==> config.mk <==
export PLATFORM = sky130hd
export DESIGN_NAME = lmfs_front
export DESIGN_NICKNAME = d
export VERILOG_FILES = /design/src/hdl/lmfs_pkg.sv /design/src/hdl/lmfs_front.sv
export SDC_FILE = /design/constraint.sdc
export NUM_CORES = 1
export LEC_CHECK = 0
export ABC_AREA = 1
export BUFFER_PORTS_ARGS = -buffer_cell sky130_fd_sc_hd__buf_4
export CORE_MARGIN = 5
export CORE_UTILIZATION = 35
export CTS_BUF_LIST = sky130_fd_sc_hd__clkbuf_8
export DETAILED_ROUTE_END_ITERATION = 7
export GPL_TIMING_DRIVEN = 0
export SLEW_MARGIN = 20
export SYNTH_ARGS = -nofsm -noshare
export SYNTH_HDL_FRONTEND = slang
export SYNTH_SLANG_ARGS = --single-unit
==> constraint.sdc <==
create_clock -name i_clk -period 5.7 [get_ports i_clk]
set_input_delay 1.14 -clock i_clk [delete_from_list [all_inputs] [get_ports i_clk]]
set_output_delay 1.14 -clock i_clk [all_outputs]
set_load 0.02 [all_outputs]
==> src/hdl/lmfs_pkg.sv <==
// Package for the LED matrix frame scan block.
// Holds shared constants, payload structs, command and state types.
// Depends on nothing; lmfs_front, lmfs_back and the top level import it.
package lmfs_pkg;

    // Panel geometry
    localparam int SCAN_LINES     = 16;
    localparam int WORDS_PER_LINE = 6;
    localparam int FRAME_WORDS    = SCAN_LINES * WORDS_PER_LINE;
    localparam int LINE_W         = $clog2(SCAN_LINES);
    localparam int WIDX_W         = $clog2(FRAME_WORDS);
    localparam int WCNT_W         = $clog2(WORDS_PER_LINE);
    localparam int WORD_W         = 64;
    localparam int BITPOS_W       = 6;

    // Timing constants
    localparam int WAIT_TOTAL_US  = 178;
    localparam int DUTY_FULL      = 255;
    localparam logic [7:0] BRIGHT_RESET = 8'd191;
    // floor(d * 699 / 1000) == (d * DARK_MULT) >> DARK_SHIFT for d up to 255
    localparam int DARK_SHIFT     = 28;
    localparam int DARK_MULT      = 187636764;
    localparam int DARK_PROD_W    = DARK_SHIFT + 8;

    // Queue depths
    localparam int CMDQ_DEPTH     = 4;
    localparam int CMDQ_PTR_W     = $clog2(CMDQ_DEPTH);
    localparam int OUTQ_DEPTH     = 8;
    localparam int OUTQ_PTR_W     = $clog2(OUTQ_DEPTH);

    // Input function codes
    localparam logic [1:0] FUNC_PIXEL = 2'd0;
    localparam logic [1:0] FUNC_CLEAR = 2'd1;
    localparam logic [1:0] FUNC_SCAN  = 2'd2;

    // Color plane codes
    localparam logic [1:0] COLOR_BLUE = 2'd2;

    // Result kinds
    localparam logic KIND_SHIFT = 1'b0;
    localparam logic KIND_LATCH = 1'b1;

    typedef struct packed {
        logic [1:0] func;
        logic [5:0] pixel_x;
        logic [4:0] pixel_y;
        logic [1:0] color;
        logic       pixel_on;
    } t_in_item;

    typedef struct packed {
        logic        kind;
        logic [63:0] shift_word;
        logic [3:0]  line_select;
        logic [7:0]  dark_wait_us;
        logic [7:0]  lit_wait_us;
        logic [7:0]  oe_duty;
        logic        last;
    } t_out_item;

    typedef enum logic [1:0] {
        OP_PIXEL,
        OP_CLEAR,
        OP_SCAN
    } t_op;

    typedef struct packed {
        t_op                 op;
        logic [WIDX_W-1:0]   widx;
        logic [BITPOS_W-1:0] bit_pos;
        logic                pixel_on;
    } t_cmd;

    typedef enum logic [2:0] {
        BS_IDLE,
        BS_PIX_WR,
        BS_SCAN,
        BS_TAIL,
        BS_LATCH
    } t_bstate;

endpackage

==> src/hdl/lmfs_front.sv <==
// Front end: accepts input items, decodes them into commands, queues those it keeps.
// Depends on lmfs_pkg.
module lmfs_front (
    input  logic              i_clk,
    input  logic              i_rst_n,
    input  logic              push,
    output logic              full,
    input  lmfs_pkg::t_in_item i_item,
    output logic              o_cmd_valid,
    output lmfs_pkg::t_cmd    o_cmd,
    input  logic              i_cmd_pop
);
    import lmfs_pkg::*;

    localparam int CALC_W = WIDX_W + 2;

    t_cmd                w_cmd;
    logic                w_keep;
    logic                w_accept;
    logic                w_half;
    logic                w_over;
    logic [LINE_W-1:0]   w_row;
    logic [CALC_W-1:0]   w_idx;
    logic [6:0]          w_y;

    t_cmd                  r_q [CMDQ_DEPTH];
    logic [CMDQ_PTR_W-1:0] r_wp, n_wp;
    logic [CMDQ_PTR_W-1:0] r_rp, n_rp;
    logic [CMDQ_PTR_W:0]   r_cnt, n_cnt;

    // Split row into half and scan row
    always_comb begin
        w_y    = 7'(i_item.pixel_y);
        w_over = (w_y >= 7'(2 * SCAN_LINES));
        w_half = (w_y >= 7'(SCAN_LINES));
        if (w_half) begin
            w_row = LINE_W'(w_y - 7'(SCAN_LINES));
        end else begin
            w_row = LINE_W'(w_y);
        end
        w_idx = CALC_W'(1) + CALC_W'(WORDS_PER_LINE) * CALC_W'(w_row)
              - CALC_W'(w_half) + CALC_W'({i_item.color, 1'b0});
    end

    // Classify the item
    always_comb begin
        w_cmd.op       = OP_PIXEL;
        w_cmd.widx     = w_idx[WIDX_W-1:0];
        w_cmd.bit_pos  = {i_item.pixel_x[5:3], ~i_item.pixel_x[2:0]};
        w_cmd.pixel_on = i_item.pixel_on;
        w_keep         = 1'b0;
        unique case (i_item.func)
            FUNC_PIXEL: begin
                w_cmd.op = OP_PIXEL;
                w_keep   = (i_item.color <= COLOR_BLUE) && !w_over
                        && (w_idx < CALC_W'(FRAME_WORDS));
            end
            FUNC_CLEAR: begin
                w_cmd.op = OP_CLEAR;
                w_keep   = 1'b1;
            end
            FUNC_SCAN: begin
                w_cmd.op = OP_SCAN;
                w_keep   = 1'b1;
            end
            default: begin
                w_keep   = 1'b0;
            end
        endcase
    end

    assign full     = (r_cnt == (CMDQ_PTR_W+1)'(CMDQ_DEPTH));
    assign w_accept = push && !full;

    // Advance queue pointers
    always_comb begin
        n_wp  = r_wp;
        n_rp  = r_rp;
        n_cnt = r_cnt;
        if (w_accept && w_keep) begin
            n_wp  = r_wp + 1'b1;
            n_cnt = n_cnt + 1'b1;
        end
        if (i_cmd_pop && o_cmd_valid) begin
            n_rp  = r_rp + 1'b1;
            n_cnt = n_cnt - 1'b1;
        end
    end

    always_ff @(posedge i_clk) begin
        if (!i_rst_n) begin
            r_wp  <= '0;
            r_rp  <= '0;
            r_cnt <= '0;
        end else begin
            r_wp  <= n_wp;
            r_rp  <= n_rp;
            r_cnt <= n_cnt;
        end
    end

    // Hold queued commands
    always_ff @(posedge i_clk) begin
        if (w_accept && w_keep) begin
            r_q[r_wp] <= w_cmd;
        end
    end

    assign o_cmd_valid = (r_cnt != '0);
    assign o_cmd       = r_q[r_rp];

endmodule

-- Word-level counts from Yosys, hierarchy flattened
Memories as Yosys holds them, arrays and structs flattened. A register that Yosys moved wholly into a read port is not among the register bits.
Cells that the tools add are included.
Widths: inputs -> output; s select.
- add/subtract/negate cells: 8
- multipliers: 1
- order comparisons: 3
- eq/ne operators: 3
- mux-type cells: 9
- bitwise logic cells: 1
- reductions and logical operators: 8
- operator list (cell ; number):
    $add 9x3->9 ; 1
    $lt 9x7->1 const B ; 1
    $sub 8x1->9 ; 1
    $add 1x7->8 const A ; 1
    $mul 2x4->6 const A ; 1
    $mux 3 ; 2
    $ge 5x5->1 const B ; 1
    $add 2x1->2 const B ; 2
    $logic_and 1x1->1 ; 4
    $mux 2 ; 2
    $mux 4 ; 1
    $pmux 2 s2 ; 1
    $sub 4x1->4 const B ; 1
    $add 3x1->3 const B ; 1
    $eq 3x3->1 const B ; 1
    $not 3->3 ; 1
    $reduce_bool 3->1 ; 1
    $sub 3x1->3 const B ; 1
    $eq 2x1->1 const B ; 1
    $eq 2x2->1 const B ; 1
    $le 2x2->1 const B ; 1
    $logic_not 2->1 ; 1
    $mux 1 ; 2
    $pmux 1 s2 ; 1
    other kinds (2) ; 2
- flip-flop bits (word level): 7
- RAM bits: 64
- bits of input ports: 20
- output and inout bits: 18
- word-level logic and storage cells: 37
- memories: 1
- memory list (memory ; depth ; bits a word ; read ports ; clocked after memory_dff ; write ports ; line ; RTL):
    r_q ; 4 ; 16 ; 1 ; 1 ; 1 ; lmfs_front.sv:26 ; t_cmd r_q [CMDQ_DEPTH];

-- Logic depth before layout (Yosys ltp)
Gate-level depths: netlist (run 1).
- word-level depth: 13
- gate-level depth with buffers: 28
- mapped depth without buffers: 28

-- Worst setup path before layout (run 1)
No wires, ideal clock.
- path type: input -> register
- start point: input port i_item[5] in the netlist's numbering
- end point: memory r_q[0][0] in the netlist's numbering (enable)
- setup time: 0.389 ns
- arrival time: 3.852 ns
- required time: 5.311 ns
- path slack: 1.460 ns
- stages: 18
- path buffers: 1
- cell sequence: inv_1 > ha_1 > a21oi_1 > nand3_1 > nand2_1 > inv_1 > ha_1 > inv_1 > a21oi_1 > nand2_2 > nand2_2 > nand2_1 > a21oi_4 > nand3_2 > nand2_4 > nand2_4 > buf_6 > nor2_1
- longest elaborated chain between the ends: 12
- elaborated cells between the ends (all ways): 13
- those cells by class: add/sub (4); mul (1); order compare (2); mux (4); reduce/logical (2)
- RTL lines (item ; line ; RTL):
    from (decl) ; lmfs_front.sv:8 ; input lmfs_pkg::t_in_item i_item,
    $sub 4x1->4 or $ge 5x5->1 (tied branches) ; lmfs_front.sv:37, lmfs_front.sv:35 ;
    $mux 4 ; lmfs_front.sv:36 ; if (w_half) begin
    $mul 2x4->6 ; lmfs_front.sv:41 ; w_idx = CALC_W'(1) + CALC_W'(WORDS_PER_LINE) * CALC_W'(w_row)
    $add 1x7->8 ; lmfs_front.sv:41 ;
    $sub 8x1->9 (*) ; lmfs_front.sv:42 ; - CALC_W'(w_half) + CALC_W'({i_item.color, 1'b0});
    $add 9x3->9 (*) ; lmfs_front.sv:42 ;
    $lt 9x7->1 (*) ; lmfs_front.sv:56 ; && (w_idx < CALC_W'(FRAME_WORDS));
    $logic_and 1x1->1 (*) ; lmfs_front.sv:56 ;
    $pmux 1 s2 (*) ; lmfs_front.sv:52 ; unique case (i_item.func)
    $logic_and 1x1->1 (*) ; lmfs_front.sv:104 ; if (w_accept && w_keep) begin
    $mux 1 (*) ; lmfs_front.sv:104 ;
    $mux 1 (not written as such) (*) ; lmfs_front.sv:105 ; r_q[r_wp] <= w_cmd;
    to (decl) ; lmfs_front.sv:26 ;
Every way passes the cells marked *; elsewhere a longest branch is shown, timed or not.

-- Worst setup path after layout (run 1)
- start point: input port i_item[5] in the netlist's numbering
- end point: memory r_q[3][6] in the netlist's numbering (enable)
Same word-level chain as after synthesis.

==> impl_metrics.json, run 1 <==
{
  "syn_area_sq_um": 3520,
  "vias_per_cell": 4.50,
  "max_cap_violations": 0,
  "synth_xor_area_share_pct": 0.996,
  "vdd_ir_drop_max_mv": 0.188,
  "overflow": 0,
  "die_y_um": 110,
  "hp-start": "r_rp[1]",
  "clock_path_buffers": 2,
  "setup_tns_ps": 0,
  "synth-seq-cells": 73,
  "clk_pin_slew_ps": 80,
  "period_needed_ps": 4050,
  "first_iter_violations": 115,
  "ant_nets": 0,
  "setup_viol": 0,
  "start_util_pct": 36.0,
  "grt_first_pass_wirelength_um": 11300,
  "hp-class": "flip-flop to flip-flop",
  "p_per_area_nw_per_um2": 381,
  "die_area_sq_um": 12100,
  "critPathSlowestCell": "nor2_2",
  "ys.warnings.count": 0,
  "die_w_um": 110,
  "worstMarginPinSlew_ps": 739,
  "insertion_delay_ps": 340,
  "endpoint_kind": "flip-flop",
  "path_max_fanout": 10,
  "vias": 2342,
  "hold_viol_final": 0,
  "ff2ff_path_depth": 13,
  "fin_nets": 427,
  "startpoint_type": "input port",
  "htreeDepth": 3,
  "reg2reg_from": "r_cnt[0]",
  "path_class": "input port to flip-flop",
  "portBuffers": 37,
  "cts_resized": 0,
  "synth_largest_area_cell": "edfxtp_1",
  "crit_arrival_ps": 4110,
  "nFillCells": 953,
  "layout.cells.non_filler": 521,
  "cts_made_buffers": 9,
  "place_congestion": 0.740,
  "rsz0062_at_grt": "false",
  "synth_cell_types": 25,
  "ctsHoldBuffers": 0,
  "yosys-top-cells-area": "edfxtp_1 55%, ha_1 8.2%, dfxtp_1 5.1%",
  "hpwl_um": 4900,
  "synth_top_area_share_pct": 54.7,
  "syn_avg_cell_area_sq_um": 10.6,
  "grt_use_total_pct": 12.3,
  "num_io_pins": 38,
  "rrSetupSlack_ps": 3110,
  "antenna_found_initial": 0,
  "skew_ps": 13.0,
  "synth_nets": 375,
  "wl_per_cell_um": 13.3,
  "total_power_w": 0.00160,
  "cpMostUsedCell": "inv_1",
  "post_cts_buffers": 0,
  "wirelength_um": 6920,
  "p_leak_nw": 1.74,
  "grt_start_max_net_pins": 14,
  "diodes": 0,
  "cp.required_ps": 5750,
  "synth_compound_area_share_pct": 9.43,
  "max_stage_delay_ps": 410,
  "rows": 36,
  "clock_sinks": 73,
  "yosysSeqAreaShare_pct": 59.8,
  "synth_fa_ha_area_share_pct": 8.75,
  "muxShareOfSynthArea_pct": 0,
  "yosys.area_share.simple_pct": 14.6,
  "synth_top_family_by_area": "simple AND/OR/NAND/NOR gates",
  "max-slew-margin-rel_pct": 50.7,
  "layout-drive-gt1-share_pct": 20.1,
  "syn_to_final_growth_pct": 19.5,
  "holdPathStages": 2,
  "cts_root_buf": "clkbuf_8",
  "syn_inst": 331,
  "p_sw_w": 0.000590,
  "p_int_w": 0.00101,
  "cts_tree": "yes",
  "dr.pass1.iters": 4,
  "grt_pass1_vias": 2329,
  "post-route-period-util_pct": 71.1,
  "seqPwrFrac_pct": 41.4,
  "sw_frac_of_total_pct": 36.8,
  "status": "complete, no violations",
  "combPwrFrac_pct": 36.7,
  "pwr-share-clk_pct": 21.9,
  "fmaxAchievable_ghz": 0.247,
  "drv_slew": 0,
  "drc_errors": 0,
  "cp_cell_sequence": "buf_4 > inv_1 > ha_1 > a21oi_1 > nand3_1 > nand2_1 > inv_1 > ha_1 > inv_1 > a21oi_1 > nand2_2 > nand2_2 > nand2_1 > a21oi_4 > nand3_2 > nand2_4 > nand2_4 > buf_6 > nor2_2 > buf_8",
  "dpl.cell_count": 505,
  "fp.coreArea_sq_um": 9770,
  "reg2reg_to": "r_cnt[2]"
}
==> through the flow <==
stage / hold WS, ps / worst slack, ps / util (%) / cell area (sq um)
2_1_floorplan: 436 / 1460 / - / 3520
3_3_place_gp: 452 / 629 / 40.5 / 3960
3_5_place_dp: 455 / 1260 / 41.2 / 4030
4_1_cts: 469 / 1640 / 43.0 / 4200
5_1_grt: 504 / 1400 / 43.0 / 4200
6_report: 463 / 1650 / 43.0 / 4200
==> area by class of cell <==
type / count / area, sq um / area share (%)
Timing Repair Buffer: 41 / 338 / 8.04
Clock buffer: 9 / 124 / 2.95
Tap cell: 133 / 166 / 3.96
Multi-Input combinational cell: 200 / 1200 / 28.5
Buffer: 9 / 41.3 / 0.982
Inverter: 49 / 184 / 4.38
Clock inverter: 7 / 48.8 / 1.16
Sequential cell: 73 / 2100 / 50.0
==> per-layer routing <==
metal	routed length [um]	part of all wire (%)	up-vias	GRT usage, %
met5	0	0	-	0
met4	72	1.0	0	3.96
met3	291	4.2	8	3.09
met2	3480	50	41	21.6
met1	3070	44	1078	14.7
li1	-	-	1215	-
==> cell usage in the layout (no fill, tap or decap), drive strengths merged <==
| cell type | Yosys | routed |
|---|---|---|
| nand4 | 1 | 1 |
| fa | 1 | 1 |
| xor2 | 3 | 3 |
| o22ai | 16 | 16 |
| nor2 | 43 | 43 |
| and2 | 1 | 1 |
| a21oi | 9 | 9 |
| clkinvlp | 0 | 3 |
| nand3 | 16 | 16 |
| nand2 | 50 | 50 |
| buf | 1 | 42 |
| inv | 49 | 50 |
| o21ai | 35 | 35 |
| xnor2 | 1 | 1 |
| dfxtp | 9 | 9 |
| nor3b | 1 | 1 |
| ha | 23 | 23 |
| clkinv | 0 | 3 |
| clkbuf | 8 | 17 |
| edfxtp | 64 | 64 |
==> state kept, by name, indices dropped and copies added (netlist names), named ones only <==
register,cells
r_q,64
r_rp,2
r_cnt,3
r_wp,2
==> power by group through the flow <==
stage / Clock [W] / Combinational, W / Sequential, W
2_1_floorplan: 0 / 0.000384 / 0.000669
3_3_place_gp: 0 / 0.000580 / 0.000675
3_5_place_dp: 0 / 0.000598 / 0.000676
4_1_cts: 0.000358 / 0.000600 / 0.000664
5_1_grt: 0.000379 / 0.000660 / 0.000668
6_report: 0.000350 / 0.000588 / 0.000663
==> cell usage after synthesis <==
cell type / number
nor2_1: 43
inv_2: 2
nand2_1: 41
xor2_1: 3
inv_1: 47
nand2_4: 2
buf_6: 1
o21ai_0: 34
a21oi_1: 8
o22ai_1: 16
fa_1: 1
clkbuf_1: 8
nand3_1: 11
o21ai_1: 1
nor3b_1: 1
dfxtp_1: 9
edfxtp_1: 64
nand4_1: 1
ha_1: 23
a21oi_4: 1
xnor2_1: 1
and2_1: 1
nand3_2: 4
nand3_4: 1
nand2_2: 7
==> logic make-up after synthesis <==
logic type      count (synthesis)
simple gates                  112
xor+xnor                        4
fa+ha+maj                      24
flops                          73
buf+inv                        58
compound gates                 60
==> worst max path at each step <==
stage	startpoint	to	slack, ps
2_1_floorplan	i_item[5]	r_q[0][0]	1460
4_1_cts	i_item[5]	r_q[3][6]	1640
3_3_place_gp	i_item[5]	r_q[3][7]	630
6_report	i_item[5]	r_q[3][6]	1650
3_5_place_dp	i_item[5]	r_q[3][5]	1260
5_1_grt	i_item[5]	r_cnt[2]	1400
==> critical path: cells and delay by family <==
family	cells	cell delay (ps)
simple gates	9	1120
compound gates	3	460
buf+inv	6	680
fa+ha+maj	2	710
(Power assumes the default switching activity.)
==> inputs of run 2 (changes only) <==
--- a/config.mk
+++ b/config.mk
@@ -5,7 +5,7 @@
 export SDC_FILE = /design/constraint.sdc
 export NUM_CORES = 1
 export LEC_CHECK = 0
-export ABC_AREA = 1
+export ABC_AREA = 0
 export BUFFER_PORTS_ARGS = -buffer_cell sky130_fd_sc_hd__buf_4
 export CORE_MARGIN = 5
 export CORE_UTILIZATION = 35
==> constraint.sdc (replaced) <==
create_clock -name i_clk -period 3.73 [get_ports i_clk]
set_input_delay 0.746 -clock i_clk [delete_from_list [all_inputs] [get_ports i_clk]]
set_output_delay 0.746 -clock i_clk [all_outputs]
set_load 0.02 [all_outputs]
==> impl_metrics.json, run 2 <==
{
  "yosys-top-cells-count": "64 x edfxtp_1, 25 x inv_1, 23 x ha_1",
  "wl_per_cell_um": 13.7,
  "overflow": 0,
  "diodes": 0,
  "yosysSeqAreaShare_pct": 62.4,
  "multi_input_area_sq_um": 1330,
  "startpoint_type": "input port",
  "p_per_area_nw_per_um2": 558,
  "p_leak_nw": 1.59,
  "utilization_pct": 45.9,
  "synth_largest_area_cell": "edfxtp_1",
  "clock_path_buffers": 2,
  "max-slew-margin-rel_pct": 43.5,
  "largest_register_ffs": 64,
  "place_congestion": 0.671,
  "htreeDepth": 3,
  "cts_tree": "yes",
  "async_flop_share_pct": 0,
  "rows": 35,
  "max_stage_delay_ps": 550,
  "rsz0062_at_grt": "true",
  "cp_cell_sequence": "buf_4 > ha_4 > inv_2 > fa_2 > ha_4 > a21oi_2 > a211oi_2 > or3_1 > a31oi_2 > a22oi_2 > buf_6 > mux2i_2 > ha_2 > nand2_2 > xor2_1 > or3_1 > and3_1",
  "hold_viol_final": 0,
  "fp.coreArea_sq_um": 9330,
  "clk_pin_slew_ps": 70,
  "vias_per_cell": 4.41,
  "fin_hold_ws_ps": 573,
  "insertion_delay_ps": 330,
  "syn_to_final_growth_pct": 27.2,
  "grt_start_max_net_pins": 17,
  "drv_slew": 0,
  "die_w_um": 108,
  "ys.warnings.count": 0,
  "final-seq-area_sq_um": 2100,
  "syn_avg_cell_area_sq_um": 16.3,
  "die_y_um": 108,
  "nFillCells": 829,
  "dr.pass1.iters": 4,
  "grt_use_total_pct": 9.99,
  "synthFlopType": "edfxtp_1",
  "cts_made_buffers": 9,
  "clock_sinks": 73,
  "critPathTopFamily": "adder cells",
  "period_needed_ps": 3670,
  "antenna_found_initial": 0,
  "syn_area_sq_um": 3370,
  "endpoint_kind": "flip-flop",
  "post-route-period-util_pct": 98.5,
  "cp.buffers_inverters": 3,
  "num_io_pins": 38,
  "max_cap_violations": 0,
  "synth_cell_types": 36,
  "setup_viol": 0,
  "synth_top_area_share_pct": 57.1,
  "fmaxAchievable_ghz": 0.272,
  "cts_root_buf": "clkbuf_8",
  "path_class": "input port to flip-flop",
  "portBuffers": 37,
  "yosys-top-cells-area": "edfxtp_1 57%, mux4_2 11%, ha_1 8.5%",
  "critPathSlowestCell": "fa_2",
  "start_util_pct": 36.1,
  "yosysMostFrequentCell": "edfxtp_1",
  "first_iter_violations": 26,
  "layout-drive-gt1-share_pct": 43.2,
  "largest-register": "r_q",
  "top_regs": "r_q x64, r_cnt x3",
  "vias": 1762,
  "grt_first_pass_wirelength_um": 8870,
  "synth_edf_count": 64,
  "worstMarginPinSlew_ps": 848,
  "syn_inst": 206,
  "status": "complete, no violations",
  "vdd_ir_drop_max_mv": 0.221,
  "final_cell_mix": "64 x edfxtp_1, 48 x buf_4, 19 x inv_1",
  "hp-class": "flip-flop to flip-flop",
  "synth_nets": 250,
  "crit_arrival_ps": 3900,
  "hpwl_um": 3760,
  "drc_errors": 0,
  "final_common_cell": "edfxtp_1",
  "ant_nets": 0,
  "cp.required_ps": 3960,
  "die_area_sq_um": 11700,
  "wirelength_um": 5490,
  "synth-seq-cells": 73,
  "path_max_fanout": 4,
  "grt_pass1_vias": 1840,
  "skew_ps": 9.02,
  "fin_nets": 311
}
## run 2: worst register-to-register path, stage by stage (launching register included)
cell and delay, ps:
dfxtp_1 360, inv_1 80, ha_1 210, and2_2 180, nor3b_1 400, nand3_1 150
a31oi_2 190, a22oi_2 90, buf_6 150, mux2i_2 190, ha_2 200, nand2_2 40
xor2_1 150, or3_1 290, and3_1 140
## run 2: cell type report
cell class | instances | share of cell area [%]
Clock buffer | 9 | 2.89
Clock inverter | 6 | 1.37
Buffer | 5 | 0.613
Multi-Input combinational cell | 103 | 31.0
Sequential cell | 73 | 49.1
Timing Repair Buffer | 50 | 9.02
Inverter | 25 | 2.28
Tap cell | 129 | 3.77
## run 2: cells by family (layout without fill, tap and decap cells)
group | Yosys count | count (layout) | synth area share (%)
flip-flops | 73 | 73 | 62.4
multiplexers | 18 | 18 | 11.3
XOR/XNOR | 15 | 15 | 4.65
AND/OR/NAND/NOR | 30 | 30 | 5.17
adder cells (fa/ha/maj) | 24 | 24 | 9.14
buffers and inverters | 30 | 95 | 3.57
AO/OA/AOI/OAI | 16 | 16 | 3.75
## run 2: worst paths after layout
| check | startpoint | end | slack, ps | cells past startpoint |
|---|---|---|---|---|
| min reg2reg | r_wp[1] | r_wp[1] | 570 | 2 |
| min | r_wp[1] | r_wp[1] | 570 | 2 |
| max reg2reg | r_cnt[0] | r_cnt[2] | 800 | 14 |
| max | i_item[3] | r_cnt[2] | 60 | 17 |
## run 2: metal layers
metal | track usage, % | up-vias | routed length, um
met4 | 2.71 | 0 | 17
met3 | 3.34 | 2 | 259
met2 | 16.9 | 37 | 2770
li1 | - | 871 | -
met1 | 12.3 | 852 | 2450
met5 | 0 | - | 0
## run 2: per-stage QoR
step	power [W]	setup slack [ps]	setup TNS, ps	instance area (sq um)	cells
4_1_cts	0.00239	1.23	0	4200	396
2_1_floorplan	0.00153	-144	-144	3440	206
3_3_place_gp	0.00174	-521	-16600	3880	372
3_5_place_dp	0.00175	-606	-19900	3880	372
6_report	0.00239	56.6	0	4280	400
5_1_grt	0.00253	-72.2	-72.2	4280	400
## run 2: where the power goes
part           internal, W  switching, W
Sequential        0.000986     0.0000269
Combinational     0.000405      0.000397
Clock             0.000302      0.000272
## run 2: repair_timing
item | in CTS | in global routing
setup endpoints to repair | 1 | 65
buffers inserted | 9 | 4
resized for setup | 12 | 12
hold buffers | 0 | 0
pin swaps | 10 | 11
==> inputs of run 3 (changes only) <==
==> constraint.sdc (replaced) <==
create_clock -name i_clk -period 3.6 [get_ports i_clk]
set_input_delay 0.72 -clock i_clk [delete_from_list [all_inputs] [get_ports i_clk]]
set_output_delay 0.72 -clock i_clk [all_outputs]
set_load 0.02 [all_outputs]
==> impl_metrics.json, run 3 (synthesized netlist as in run 2, its figures left out) <==
{
  "die_y_um": 108,
  "cp.buffers_inverters": 4,
  "critPathTopFamily": "adder cells",
  "die_w_um": 108,
  "largest-register": "r_q",
  "crit_arrival_ps": 3880,
  "rows": 35,
  "placed_cell_area_sq_um": 3880,
  "cts_root_buf": "clkbuf_8",
  "grt_pass1_vias": 1859,
  "hp-class": "flip-flop to flip-flop",
  "ctsHoldBuffers": 0,
  "status": "finished, violations left",
  "setup_slack_ps": -51.3,
  "hp-start": "r_wp[1]",
  "endpoint": "r_cnt[2]",
  "setup_tns_ps": -51.3,
  "diodes": 0,
  "stdcell_area_sq_um": 4290,
  "final_common_cell": "edfxtp_1",
  "vdd_ir_drop_max_mv": 0.229,
  "first_iter_violations": 24,
  "ant_nets": 0,
  "ff2ff_path_depth": 14,
  "grt_first_pass_wirelength_um": 8960,
  "max_stage_delay_ps": 380,
  "grt_use_total_pct": 10.1,
  "path_max_fanout": 4,
  "layout-drive-gt1-share_pct": 43.0,
  "dr.pass1.iters": 4,
  "syn_to_final_growth_pct": 27.5,
  "cp.required_ps": 3830,
  "clock_path_buffers": 2,
  "reg2reg_from": "r_cnt[0]",
  "critPathSlowestCell": "fa_2",
  "die_area_sq_um": 11700,
  "setup_viol": 1,
  "clk_pin_slew_ps": 70,
  "drc_errors": 0,
  "cp.depth": 18,
  "startpoint_type": "input port",
  "place_congestion": 0.671,
  "largest_register_ffs": 64,
  "final_cell_mix": "64 x edfxtp_1, 48 x buf_4, 20 x inv_1",
  "fp.coreArea_sq_um": 9330,
  "max-slew-margin-rel_pct": 59.1,
  "rsz0062_at_grt": "true",
  "post-route-period-util_pct": 101,
  "top_regs": "r_q x64, r_cnt x3",
  "utilization_pct": 46.0,
  "place_ws_ps": -710,
  "hold_viol_final": 0,
  "insertion_delay_ps": 330,
  "period_needed_ps": 3650,
  "p_per_area_nw_per_um2": 578,
  "clock_sinks": 73,
  "wl_per_cell_um": 13.7,
  "overflow": 0,
  "cts_made_buffers": 9,
  "hpwl_um": 3760,
  "max_cap_violations": 0,
  "reg2reg_to": "r_cnt[2]",
  "start_util_pct": 36.1,
  "wirelength_um": 5490,
  "vias_per_cell": 4.41,
  "worstMarginPinSlew_ps": 613,
  "cts_tree": "yes",
  "htreeDepth": 3,
  "fmaxAchievable_ghz": 0.274,
  "skew_ps": 8.68,
  "cp_cell_sequence": "buf_8 > ha_4 > inv_2 > fa_2 > xnor2_4 > ha_4 > inv_1 > a211oi_2 > or3_1 > a31oi_2 > a22oi_2 > buf_6 > mux2i_2 > ha_2 > nand2_2 > xor2_1 > or3_1 > and3_1",
  "critPathLaunch": "i_item[4]",
  "dpl.cell_count": 372,
  "path_class": "input port to flip-flop",
  "drv_slew": 0,
  "nFillCells": 826,
  "violations": "negative setup slack",
  "endpoint_kind": "flip-flop",
  "fin_nets": 312,
  "portBuffers": 37,
  "rrSetupSlack_ps": 670,
  "layout.cells.non_filler": 401,
  "antenna_found_initial": 0,
  "grt_start_max_net_pins": 17,
  "vias": 1768,
  "num_io_pins": 38,
  "p_leak_nw": 1.60
}
[run 3: changes by cell type in the layout (fill, tap and decap cells not counted), sizes merged]
cell / before / now
clkbuf: 12 / 13
[run 3: metrics by stage]
| stage | total power, W | hold WS [ps] |
|---|---|---|
| floorplan | 0.00159 | 535 |
| global placement | 0.00181 | 564 |
| detailed placement | 0.00182 | 580 |
| CTS | 0.00248 | 571 |
| global route | 0.00262 | 567 |
| finish | 0.00248 | 573 |
[run 3: worst min path at each step]
stage | to | slack (ps) | cells past startpoint
after floorplan | r_wp[1] | 530 | 2
after global placement | r_wp[1] | 560 | 2
after detailed placement | r_wp[1] | 580 | 2
after CTS | r_q[0][5] | 570 | 1
after global routing | r_q[1][6] | 570 | 1
final | r_wp[1] | 570 | 2
[run 3: what timing repair did]
| item | CTS | global route |
|---|---|---|
| pin swaps | 15 | 11 |
| buffers inserted | 10 | 4 |
| endpoints found under the setup margin | 65 | 69 |
| gates resized for setup | 18 | 7 |
[run 3: power by group]
part / total, W / leakage (nW) / internal, W / switching (W)
Clock: 0.000596 / 0.0906 / 0.000313 / 0.000284
Sequential: 0.00105 / 0.655 / 0.00102 / 0.0000278
Combinational: 0.000835 / 0.857 / 0.000423 / 0.000412
Total: 0.00248 / 1.60 / 0.00176 / 0.000724
[run 3: worst reg2reg max path, cell delays in order (launching register included)]
cell and delay [ps]:
dfxtp_1 360, inv_1 80, ha_1 210, and2_2 180
nor3b_1 400, nand3_1 150, a31oi_2 190, a22oi_2 90
buf_6 150, mux2i_2 190, ha_2 200, nand2_2 40
xor2_1 150, or3_1 290, and3_1 140
[run 3: final cells by class]
cell class / instances / area (sq um) / share of cell area [%]
multi-input cells: 103 / 1320 / 30.8
inverters: 25 / 97.6 / 2.27
plain buffers: 5 / 27.5 / 0.641
clock buffers: 9 / 124 / 2.89
well taps: 129 / 161 / 3.76
flip-flops and latches: 73 / 2100 / 49.0
clock inverters: 6 / 58.8 / 1.37
repair buffers: 51 / 398 / 9.27
[run 3: routing by layer]
metal / up-vias / track usage, % / wire length [um]
met5: - / 0 / 0
met2: 36 / 17.2 / 2710
li1: 872 / - / -
met1: 858 / 12.3 / 2500
met3: 2 / 3.34 / 259
met4: 0 / 2.71 / 17
